File: src/rtl/event_timer_block_unit_defines.svh
// Assertion macros for the event timer block.
`ifndef EVENT_TIMER_BLOCK_UNIT_DEFINES_SVH
`define EVENT_TIMER_BLOCK_UNIT_DEFINES_SVH

// Same-cycle implication, sampled on clock, off during reset.
`define ETB_ASSERT_NOW(label, ante, cons, msg) \
   label: assert property (@(posedge clock) disable iff (reset) (ante) |-> (cons)) \
      else $error(msg);

// Next-cycle implication, sampled on clock, off during reset.
`define ETB_ASSERT_NEXT(label, ante, cons, msg) \
   label: assert property (@(posedge clock) disable iff (reset) (ante) |=> (cons)) \
      else $error(msg);

`endif

File: src/rtl/etb_pkg.sv
package etb_pkg;

   // item kinds
   localparam logic [1:0] FUNC_TICK  = 2'd0;
   localparam logic [1:0] FUNC_READ  = 2'd1;
   localparam logic [1:0] FUNC_WRITE = 2'd2;

   // configuration register indexes
   localparam logic [1:0] CSR_TICK_PERIOD = 2'd0;
   localparam logic [1:0] CSR_WIDE_CAP    = 2'd1;
   localparam logic [1:0] CSR_LEGACY_CAP  = 2'd2;
   localparam logic [1:0] CSR_PER_MASK    = 2'd3;

   localparam int TICK_PERIOD_W = 27;
   localparam int PMASK_W       = 3;
   localparam logic [TICK_PERIOD_W-1:0] TICK_PERIOD_RST = 27'd69841279;
   localparam logic [PMASK_W-1:0]       PMASK_RST       = 3'd1;

   // register window offsets
   localparam logic [8:0] OFS_CAPS   = 9'h000;
   localparam logic [8:0] OFS_CONFIG = 9'h010;
   localparam logic [8:0] OFS_STATUS = 9'h020;
   localparam logic [8:0] OFS_COUNT  = 9'h0F0;
   localparam int         TMR_SLOTS  = 8;

   localparam logic [7:0]  CAPS_REV    = 8'h01;
   localparam logic [15:0] CAPS_VENDOR = 16'h8086;

   // timer control bits
   localparam int CTRL_LEVEL    = 1;
   localparam int CTRL_ENABLE   = 2;
   localparam int CTRL_PERIODIC = 3;
   localparam int CTRL_PER_CAP  = 4;
   localparam int CTRL_WIDE_CAP = 5;
   localparam int CTRL_SETVAL   = 6;
   localparam int CTRL_MODE32   = 8;
   localparam logic [15:0] CTRL_WRITABLE = 16'h3F4E;
   localparam logic [15:0] CTRL_READABLE = 16'h3F0E;

   typedef struct packed {
      logic [TICK_PERIOD_W-1:0] tick_period;
      logic                     wide_cap;
      logic                     legacy_cap;
      logic [PMASK_W-1:0]       per_mask;
   } cfg_type;

   // one decoded operation, already qualified by the pipeline
   typedef struct packed {
      logic        tick;
      logic        write;
      logic [8:0]  base;
      logic [63:0] lane;
      logic [63:0] data;
   } op_type;

   typedef struct packed {
      logic        hit;
      logic        level_en;
      logic        pulse;
      logic        set_status;
      logic [63:0] rdata;
   } tmr_out_type;

endpackage

File: src/rtl/etb_csr.sv
module etb_csr (
   input  logic              clock,
   input  logic              reset,
   input  logic              csr_psel,
   input  logic              csr_penable,
   input  logic              csr_pwrite,
   input  logic [3:0]        csr_paddr,
   input  logic [31:0]       csr_pwdata,
   output logic [31:0]       csr_prdata,
   output logic              csr_pready,
   output etb_pkg::cfg_type  cfg
);

   etb_pkg::cfg_type cfg_ff, cfg_in;
   logic             wr_en;
   logic [1:0]       idx;

   assign csr_pready = 1'b1;
   assign idx        = csr_paddr[3:2];
   assign wr_en      = csr_psel & csr_penable & csr_pwrite & csr_pready;
   assign cfg        = cfg_ff;

   always_comb begin
      cfg_in = cfg_ff;
      if (wr_en) begin
         case (idx)
            etb_pkg::CSR_TICK_PERIOD:
               cfg_in.tick_period = csr_pwdata[etb_pkg::TICK_PERIOD_W-1:0];
            etb_pkg::CSR_WIDE_CAP:   cfg_in.wide_cap   = csr_pwdata[0];
            etb_pkg::CSR_LEGACY_CAP: cfg_in.legacy_cap = csr_pwdata[0];
            etb_pkg::CSR_PER_MASK:
               cfg_in.per_mask = csr_pwdata[etb_pkg::PMASK_W-1:0];
            default: cfg_in = cfg_ff;
         endcase
      end
   end

   always_comb begin
      case (idx)
         etb_pkg::CSR_TICK_PERIOD: csr_prdata = 32'(cfg_ff.tick_period);
         etb_pkg::CSR_WIDE_CAP:    csr_prdata = 32'(cfg_ff.wide_cap);
         etb_pkg::CSR_LEGACY_CAP:  csr_prdata = 32'(cfg_ff.legacy_cap);
         etb_pkg::CSR_PER_MASK:    csr_prdata = 32'(cfg_ff.per_mask);
         default:                  csr_prdata = '0;
      endcase
   end

   always_ff @(posedge clock) begin
      if (reset) begin
         cfg_ff.tick_period <= etb_pkg::TICK_PERIOD_RST;
         cfg_ff.wide_cap    <= 1'b1;
         cfg_ff.legacy_cap  <= 1'b1;
         cfg_ff.per_mask    <= etb_pkg::PMASK_RST;
      end else begin
         cfg_ff <= cfg_in;
      end
   end

endmodule

File: src/rtl/etb_timer.sv
module etb_timer #(
   parameter int IDX = 0
) (
   input  logic                  clock,
   input  logic                  reset,
   input  etb_pkg::op_type       op,
   input  logic [63:0]           count_next,
   input  etb_pkg::cfg_type      cfg,
   output etb_pkg::tmr_out_type  tout
);

   localparam logic       IN_WIN = (IDX < etb_pkg::TMR_SLOTS);
   localparam logic [2:0] SLOT   = 3'(IDX);

   logic [15:0] ctrl_ff, ctrl_in, ctrl_wr;
   logic [63:0] cmp_ff, cmp_in;
   logic [63:0] per_ff, per_in;
   logic [63:0] cnt_m, cmp_m, sum, rd_ctrl, ctrl_mrg, cmp_mrg, per_mrg;
   logic        per_cap, periodic, m32, hit, ctrl_sel, cmp_sel, pulse, set_status;

   assign per_cap  = (cfg.per_mask & (etb_pkg::PMASK_W'(1) << IDX)) != '0;
   assign periodic = ctrl_ff[etb_pkg::CTRL_PERIODIC] & per_cap;
   assign m32      = ctrl_ff[etb_pkg::CTRL_MODE32] | ~cfg.wide_cap;
   assign hit      = IN_WIN & op.base[8] & (op.base[7:5] == SLOT) & ~op.base[4];
   assign ctrl_sel = hit & ~op.base[3];
   assign cmp_sel  = hit & op.base[3];

   assign cnt_m    = m32 ? {32'd0, count_next[31:0]} : count_next;
   assign cmp_m    = m32 ? {32'd0, cmp_ff[31:0]} : cmp_ff;
   assign sum      = cmp_ff + per_ff;
   assign ctrl_mrg = ({48'd0, ctrl_ff} & ~op.lane) | (op.data & op.lane);
   assign cmp_mrg  = (cmp_ff & ~op.lane) | (op.data & op.lane);
   assign per_mrg  = (per_ff & ~op.lane) | (op.data & op.lane);

   always_comb begin
      rd_ctrl = {48'd0, ctrl_ff & etb_pkg::CTRL_READABLE};
      if (per_cap) rd_ctrl[etb_pkg::CTRL_PER_CAP] = 1'b1;
      else         rd_ctrl[etb_pkg::CTRL_PERIODIC] = 1'b0;
      if (cfg.wide_cap) rd_ctrl[etb_pkg::CTRL_WIDE_CAP] = 1'b1;
   end

   always_comb begin
      ctrl_in    = ctrl_ff;
      cmp_in     = cmp_ff;
      per_in     = per_ff;
      pulse      = 1'b0;
      set_status = 1'b0;
      ctrl_wr    = ctrl_mrg[15:0] & etb_pkg::CTRL_WRITABLE;
      if (!per_cap) ctrl_wr[etb_pkg::CTRL_PERIODIC] = 1'b0;

      if (op.tick && cnt_m == cmp_m) begin
         // advance a periodic comparator past this match
         if (periodic) cmp_in = m32 ? {32'd0, sum[31:0]} : sum;
         if (ctrl_ff[etb_pkg::CTRL_ENABLE]) begin
            if (ctrl_ff[etb_pkg::CTRL_LEVEL]) set_status = 1'b1;
            else                              pulse      = 1'b1;
         end
      end

      if (op.write && ctrl_sel) ctrl_in = ctrl_wr;

      if (op.write && cmp_sel) begin
         if (!periodic || ctrl_ff[etb_pkg::CTRL_SETVAL])
            cmp_in = m32 ? {32'd0, cmp_mrg[31:0]} : cmp_mrg;
         if (periodic)
            per_in = m32 ? {32'd0, per_mrg[31:0]} : per_mrg;
         ctrl_in[etb_pkg::CTRL_SETVAL] = 1'b0;
      end
   end

   always_comb begin
      tout.hit        = hit;
      tout.level_en   = ctrl_in[etb_pkg::CTRL_LEVEL] & ctrl_in[etb_pkg::CTRL_ENABLE];
      tout.pulse      = pulse;
      tout.set_status = set_status;
      tout.rdata      = ctrl_sel ? rd_ctrl : (cmp_sel ? cmp_m : '0);
   end

   always_ff @(posedge clock) begin
      if (reset) begin
         ctrl_ff <= '0;
         cmp_ff  <= '1;
         per_ff  <= '0;
      end else begin
         ctrl_ff <= ctrl_in;
         cmp_ff  <= cmp_in;
         per_ff  <= per_in;
      end
   end

endmodule

File: src/rtl/event_timer_block_unit.sv
// Event timer with a main counter and TIMER_COUNT comparators, driven by a
// stream of words: a counter tick, a register read or a register write. One
// word is taken every clock cycle unless the result side stalls; its result
// word passes the input register and then the result register; the longest path
// is the 64-bit counter increment feeding the comparator match and the
// periodic reload select. The capability settings sit behind the APB-style
// port, which is always ready and may be written only while no words are in
// flight.
`include "event_timer_block_unit_defines.svh"

module event_timer_block_unit #(
   parameter int TIMER_COUNT = 3
) (
   input  logic                  clock,
   input  logic                  reset,
   input  logic                  req_tvalid,
   output logic                  req_tready,
   // [8:0] reg_offset, [9] wide_access, [73:10] write_value, [79:74] zero
   input  logic [79:0]           req_tdata,
   // [1:0] func
   input  logic [1:0]            req_tuser,
   output logic                  rsp_tvalid,
   input  logic                  rsp_tready,
   // [63:0] read_value, then timer_irq, zero padded to whole bytes
   output logic [((64+TIMER_COUNT+7)/8)*8-1:0] rsp_tdata,
   // [0] bad_offset
   output logic [0:0]            rsp_tuser,
   input  logic                  csr_psel,
   input  logic                  csr_penable,
   input  logic                  csr_pwrite,
   input  logic [3:0]            csr_paddr,
   input  logic [31:0]           csr_pwdata,
   output logic [31:0]           csr_prdata,
   output logic                  csr_pready
);

   localparam int RSP_W = ((64 + TIMER_COUNT + 7) / 8) * 8;

   etb_pkg::cfg_type     cfg;
   etb_pkg::op_type      op;
   etb_pkg::tmr_out_type tmr_out [TIMER_COUNT];

   logic                    s1_valid_ff;
   logic [1:0]              s1_func_ff;
   logic [8:0]              s1_offset_ff;
   logic                    s1_wide_ff;
   logic [63:0]             s1_data_ff;

   logic                    rsp_valid_ff;
   logic [63:0]             rsp_read_ff, rsp_read_in;
   logic [TIMER_COUNT-1:0]  rsp_irq_ff, rsp_irq_in;
   logic                    rsp_bad_ff, rsp_bad_in;

   logic [63:0]             count_ff, count_in, count_next;
   logic                    ge_ff, ge_in;
   logic                    legacy_ff, legacy_in;
   logic [TIMER_COUNT-1:0]  status_ff, status_in;

   logic [TIMER_COUNT-1:0]  pulse_vec, set_vec, level_vec, hit_vec;
   logic                    out_ready, proc, is_acc, is_rd, hi, bad;
   logic [8:0]              base;
   logic [63:0]             lane, data, full, cfg_mrg, count_mrg;

   etb_csr u_csr (
      .clock       (clock),
      .reset       (reset),
      .csr_psel    (csr_psel),
      .csr_penable (csr_penable),
      .csr_pwrite  (csr_pwrite),
      .csr_paddr   (csr_paddr),
      .csr_pwdata  (csr_pwdata),
      .csr_prdata  (csr_prdata),
      .csr_pready  (csr_pready),
      .cfg         (cfg)
   );

   // handshake: the input register drains whenever the result register frees up
   assign out_ready  = ~rsp_valid_ff | rsp_tready;
   assign proc       = s1_valid_ff & out_ready;
   assign req_tready = ~s1_valid_ff | out_ready;

   // access decode
   assign base   = {s1_offset_ff[8:3], 3'b000};
   assign hi     = ~s1_wide_ff & s1_offset_ff[2];
   assign lane   = s1_wide_ff ? '1 : (hi ? {32'hFFFF_FFFF, 32'd0} : {32'd0, 32'hFFFF_FFFF});
   assign data   = s1_wide_ff ? s1_data_ff :
                   (hi ? {s1_data_ff[31:0], 32'd0} : {32'd0, s1_data_ff[31:0]});
   assign is_rd  = s1_func_ff == etb_pkg::FUNC_READ;
   assign is_acc = is_rd | (s1_func_ff == etb_pkg::FUNC_WRITE);

   always_comb begin
      count_next = count_ff + 64'd1;
      if (!cfg.wide_cap) count_next[63:32] = '0;
   end

   always_comb begin
      op.tick  = proc & (s1_func_ff == etb_pkg::FUNC_TICK) & ge_ff;
      op.write = proc & (s1_func_ff == etb_pkg::FUNC_WRITE);
      op.base  = base;
      op.lane  = lane;
      op.data  = data;
   end

   for (genvar g = 0; g < TIMER_COUNT; g++) begin : g_tmr
      etb_timer #(.IDX(g)) u_tmr (
         .clock      (clock),
         .reset      (reset),
         .op         (op),
         .count_next (count_next),
         .cfg        (cfg),
         .tout       (tmr_out[g])
      );
      assign pulse_vec[g] = tmr_out[g].pulse;
      assign set_vec[g]   = tmr_out[g].set_status;
      assign level_vec[g] = tmr_out[g].level_en;
      assign hit_vec[g]   = tmr_out[g].hit;
   end

   assign cfg_mrg   = ({62'd0, legacy_ff, ge_ff} & ~lane) | (data & lane);
   assign count_mrg = (count_ff & ~lane) | (data & lane);

   // read mux and unmapped detection
   always_comb begin
      full = '0;
      bad  = 1'b0;
      case (base)
         etb_pkg::OFS_CAPS:
            full = {5'd0, cfg.tick_period, etb_pkg::CAPS_VENDOR, cfg.legacy_cap, 1'b0,
                    cfg.wide_cap, 5'(TIMER_COUNT - 1), etb_pkg::CAPS_REV};
         etb_pkg::OFS_CONFIG: full = {62'd0, legacy_ff, ge_ff};
         etb_pkg::OFS_STATUS: full = 64'(status_ff);
         etb_pkg::OFS_COUNT:  full = count_ff;
         default: begin
            for (int n = 0; n < TIMER_COUNT; n++) full = full | tmr_out[n].rdata;
            bad = is_acc & ~(|hit_vec);
         end
      endcase
   end

   // global state update
   always_comb begin
      ge_in     = ge_ff;
      legacy_in = legacy_ff;
      status_in = status_ff;
      count_in  = count_ff;
      if (op.tick) begin
         count_in  = count_next;
         status_in = status_ff | set_vec;
      end
      if (op.write) begin
         case (base)
            etb_pkg::OFS_CONFIG: begin
               ge_in     = cfg_mrg[0];
               legacy_in = cfg_mrg[1];
            end
            etb_pkg::OFS_STATUS: status_in = status_ff & ~data[TIMER_COUNT-1:0];
            etb_pkg::OFS_COUNT:  count_in  = count_mrg;
            default: ;
         endcase
      end
      // hold capability-limited state inside its limits
      legacy_in = legacy_in & cfg.legacy_cap;
      if (!cfg.wide_cap) count_in[63:32] = '0;
   end

   always_comb begin
      rsp_bad_in  = bad;
      rsp_read_in = '0;
      if (is_rd && !bad)
         rsp_read_in = s1_wide_ff ? full : (hi ? {32'd0, full[63:32]} : {32'd0, full[31:0]});
      rsp_irq_in = (ge_in ? (status_in & level_vec) : '0) | pulse_vec;
   end

   always_ff @(posedge clock) begin
      if (reset) begin
         s1_valid_ff  <= 1'b0;
         rsp_valid_ff <= 1'b0;
         count_ff     <= '0;
         ge_ff        <= 1'b0;
         legacy_ff    <= 1'b0;
         status_ff    <= '0;
      end else begin
         if (req_tready) s1_valid_ff <= req_tvalid;
         if (proc)            rsp_valid_ff <= 1'b1;
         else if (rsp_tready) rsp_valid_ff <= 1'b0;
         count_ff  <= count_in;
         ge_ff     <= ge_in;
         legacy_ff <= legacy_in;
         status_ff <= status_in;
      end
   end

   always_ff @(posedge clock) begin
      if (req_tready && req_tvalid) begin
         s1_func_ff   <= req_tuser;
         s1_offset_ff <= req_tdata[8:0];
         s1_wide_ff   <= req_tdata[9];
         s1_data_ff   <= req_tdata[73:10];
      end
      if (proc) begin
         rsp_read_ff <= rsp_read_in;
         rsp_irq_ff  <= rsp_irq_in;
         rsp_bad_ff  <= rsp_bad_in;
      end
   end

   assign rsp_tvalid = rsp_valid_ff;
   assign rsp_tdata  = RSP_W'({rsp_irq_ff, rsp_read_ff});
   assign rsp_tuser  = rsp_bad_ff;

   `ETB_ASSERT_NOW(a_bad_reads_zero, (rsp_valid_ff && rsp_bad_ff), (rsp_read_ff == '0), "unmapped access returned data")
   `ETB_ASSERT_NEXT(a_narrow_count, (!cfg.wide_cap), (count_ff[63:32] == '0), "narrow counter kept upper dword")
   `ETB_ASSERT_NEXT(a_status_rise, (!op.tick), ((status_ff & ~$past(status_ff)) == '0), "status set without a tick")

endmodule

File: config.mk
export PLATFORM = sky130hd
export DESIGN_NAME = event_timer_block_unit
export DESIGN_NICKNAME = d
export VERILOG_FILES = /design/src/rtl/etb_pkg.sv /design/src/rtl/etb_csr.sv /design/src/rtl/etb_timer.sv /design/src/rtl/event_timer_block_unit.sv
export VERILOG_INCLUDE_DIRS = /design/src /design/src/rtl
export SDC_FILE = /design/constraint.sdc
export NUM_CORES = 2
export LEC_CHECK = 0
export BUFFER_PORTS_ARGS = -buffer_cell sky130_fd_sc_hd__buf_2
export CELL_PAD_IN_SITES_DETAIL_PLACEMENT = 0
export CELL_PAD_IN_SITES_GLOBAL_PLACEMENT = 1
export CORE_MARGIN = 2
export CORE_UTILIZATION = 47
export CTS_CLUSTER_SIZE = 24
export DETAILED_ROUTE_END_ITERATION = 7
export PLACE_DENSITY = 0.85
export SLEW_MARGIN = 20
export SYNTH_ARGS = -nofsm -noshare
export SYNTH_HDL_FRONTEND = slang
export SYNTH_SLANG_ARGS = --single-unit
File: constraint.sdc
create_clock -name clock -period 5.9 [get_ports clock]
set_input_delay 0.885 -clock clock [delete_from_list [all_inputs] [get_ports clock]]
set_output_delay 0.885 -clock clock [all_outputs]
set_load 0.03 [all_outputs]
==> Implementation_results.wiki <==
{| class="wikitable"
! Metric !! Value
|-
| Run status || complete, no violations
|-
| Filler Cell Count || 9376
|-
| Slowest CP cell || a2111oi_0
|-
| Slew headroom || 16.7%
|-
| Insertion delay of the later-clocked pin in the worst-skew pair || 0.70 ns
|-
| Start point of the worst min-delay path || req_tdata[50]
|-
| Estimated wirelength of the detail-placed design || 189000 um
|-
| Switching Share || 26.7%
|-
| Kind of critical path || reg -> reg
|-
| CTS tree || built
|-
| Internal Dissipation || 7.88 mW
|-
| Worst R2R Setup Slack || 0.20 ns
|-
| Pre-Repair DR Iteration Count || 8
|-
| Non-Filler Instances || 7329
|-
| Total power divided by cell area || 206 nW/um^2
|-
| Number of maximum-capacitance constraint violations || 0
|-
| Hold Path Stages || 1
|-
| Biggest area consumer among synthesized cells || dfxtp_1
|-
| Post-layout worst setup margin || 0.205 ns
|-
| Post-placement cell count || 7171
|-
| Share of total power in combinational logic || 7.4%
|-
| Maximum operating frequency || 176 MHz
|-
| Share of the cycle needed by the critical path after routing || 96.5%
|-
| Leading cell type by number of instances after synthesis || nand2_1
|-
| Total placed instance area || 49400 sq um
|-
| Most common cell type on the critical path || buf_4
|-
| Area growth from synthesis to final layout || 13.6%
|-
| Die width || 317 um
|-
| Number of synthesized register bits || 659
|-
| Clock transition at the registers of the reported paths || 0.06 ns
|-
| Setup TNS || 0 ns
|-
| Num rows || 114
|-
| Worst-case vdd ir drop || 0.000260 V
|-
| Yosys warning count || 0
|-
| Clock group share of total power || 48.6%
|-
| Ranking of synthesized cells by area || dfxtp_1, edfxtp_1, a21oi_1
|-
| Type of destination of the critical path || register
|-
| Vias after detailed routing || 50900
|-
| Area used by multi-input combinational logic || 29300 sq um
|-
| Number of buffers created by CTS || 80
|-
| Post-detailed-routing wire length || 247000 um
|-
| Clock buffer depth || 3
|-
| Overall routing resource usage || 47.6%
|-
| Initial Utilization || 47.5%
|-
| Crit path cell chain || and4_1, nand4_1, buf_4, nor4_1, a211oi_1, a2111oi_0, nand4_1, nor4_1, nand3_1, buf_4, nor3_4, buf_4, nand2_1, o211ai_1
|-
| Global-route wire length before repair || 340000 um
|-
| Async set-or-reset flop fraction in the synthesized netlist || 0%
|-
| Final estimated routing congestion in global placement || 1.10
|-
| Instance count of the mapped netlist || 5819
|-
| Sequential share of power || 44.0%
|-
| Share of cells above drive strength 1 || 12.4%
|-
| Flip-flop and latch area || 14600 sq um
|-
| Vias in the first global route || 45700
|-
| Initial antenna violation count || 15
|-
| Delay contributed by the slowest stage of the critical path || 0.58 ns
|-
| Sequential fraction of the synthesis area || 31.8%
|-
| LEAKAGE || 20.8 nW
|-
| Minimum clock period after layout || 5.70 ns
|-
| Design Area, Final || 52200 sq um
|-
| Reg2reg path depth || 14
|-
| Number of nets at the end of the flow || 6299
|-
| Die Y || 317 um
|-
| Area share of the leading cell type in the synthesized netlist || 22.5%
|-
| Post-route antenna net violation count || 0
|-
| Maximum level of the CTS H-tree || 3
|-
| Summed instance area of the synthesized netlist || 45900 sq um
|-
| Max Clock Skew || 0.0312 ns
|-
| Number of hold-repair buffers added at the cts stage || 0
|-
| Hold crit path type || in -> reg
|-
| Required time at the endpoint of the critical path || 6.49 ns
|-
| Post-CTS Setup Repair Bufs || 0
|-
| Maximum number of pins on one net before global-route repair || 183
|-
| Number of DRC markers after the initial detailed-route iteration || 7836
|-
| Post-cts sizing count || 0
|-
| Kind of cell with the highest combined delay on the critical path || simple AND/OR/NAND/NOR gates
|-
| Highest fanout seen on the critical path || 12
|-
| Die area || 100000 sq um
|-
| Post-DR wirelength/cell || 33.7 um
|-
| IO Port Bufs || 206
|-
| Total of endpoints with negative setup slack in the final report || 0
|-
| DR vias/cell || 6.95
|-
| Mean post-synth cell area || 7.89 sq um
|-
| Top cells by count, synth || nand2_1, a21oi_1, dfxtp_1
|-
| Sum of internal, switching and leakage power || 10.8 mW
|-
| RSZ-0062 raised after global routing || false
|-
| Switching Power || 2.88 mW
|-
| Unique masters post-synth || 92
|-
| Aggregate global routing overflow || 0
|-
| Primary flip-flop cell chosen by synthesis mapping || dfxtp_1
|-
| Core Footprint || 96700 sq um
|-
| Boundary pin count || 233
|-
| Final hold vios || 0
|-
| Sink of the worst hold path || s1_data_ff[40]$_DFFE_PP_
|-
| Dpl ws || 0.454 ns
|-
| Total DRC errors in the routed layout || 0
|-
| Kind of start point of the critical path || register
|-
| CTS sink count || 659
|-
| Slew Viols, Final || 0
|-
| WP buf/inv || 3
|-
| Number of synthesized flops with an enable pin || 142
|-
| Buffer cell driving the clock tree root || clkbuf_16
|-
| Pin slew with the least headroom to its limit || 1.25 ns
|-
| Worst Path Arrival || 6.28 ns
|}
[worst max path at each step]
stage	from	end	slack, ns	cells past startpoint
final	register	register	0.20	14
after global routing	register	register	0.001	14
after CTS	register	g_tmr[0].u_tmr.cmp_ff[60]$_SDFF_PP1_	0.42	13
after detailed placement	register	g_tmr[0].u_tmr.cmp_ff[60]$_SDFF_PP1_	0.45	13
after global placement	register	g_tmr[0].u_tmr.cmp_ff[60]$_SDFF_PP1_	0.58	13
after floorplan	rsp_tready	rsp_irq_ff[2]$_DFFE_PP_	0.99	10
[cell usage in the layout, fill, tap and decap left out, types with 193 or more instances in the layout]
cell,instances
nor2_1,497
nand3_1,240
o21ai_0,272
ha_1,193
nand2_1,652
a21oi_1,552
buf_4,308
dfxtp_1,517
buf_2,206
xnor2_1,196
[final cells by class]
class                      count  area share [%]
clock inverter                26           0.660
tap                         1276            3.06
sequential                   659            28.0
inverter                      95           0.684
clock buffer                 120            4.49
antenna                       11          0.0528
multi-input combinational   4618            56.3
timing repair buffer         524            6.78
[power groups by stage]
stage,logic [mW],clock network (mW),registers [mW]
5_1_grt,0.802,5.38,4.74
3_3_place_gp,0.748,0,4.83
4_1_cts,0.755,5.23,4.74
2_1_floorplan,0.359,0,4.84
3_5_place_dp,0.753,0,4.83
6_report,0.794,5.23,4.74
[logic make-up (layout without fill, tap and decap cells)]
| kind of cell | after synthesis | after routing | synth area share [%] |
|---|---|---|---|
| flip-flops | 659 | 659 | 31.8 |
| buffers and inverters | 551 | 765 | 4.72 |
| AND/OR/NAND/NOR | 2114 | 2114 | 22.2 |
| adder cells (fa/ha/maj) | 196 | 196 | 5.39 |
| other | 2 | 22 | 0.0164 |
| XOR/XNOR | 348 | 348 | 6.94 |
| multiplexers | 45 | 45 | 1.02 |
| AO/OA/AOI/OAI | 1904 | 1904 | 27.9 |
[metrics by stage]
stage,utilization [%],hold slack (ns)
6_report,53.9,0.367
5_1_grt,53.9,0.367
4_1_cts,53.9,0.354
3_5_place_dp,51.1,0.447
3_3_place_gp,51.1,0.441
2_1_floorplan,-,0.436
[routing by layer]
| layer | track usage (%) | vias to the layer above | share of wire (%) |
|---|---|---|---|
| met1 | 59.8 | 24300 | 37 |
| met5 | 0 | - | 0.019 |
| li1 | - | 22100 | - |
| met2 | 67.9 | 3609 | 41 |
| met3 | 12.2 | 862 | 12 |
| met4 | 40.5 | 8 | 10 |
[worst register-to-register path, delay by kind of cell (launching register included)]
| family | cells | cell delay (ns) |
|---|---|---|
| simple gates | 8 | 3.04 |
| compound gates | 3 | 1.11 |
| buf+inv | 3 | 0.87 |
| flops | 1 | 0.57 |
No activity file was read; power rests on OpenSTA's default activity.
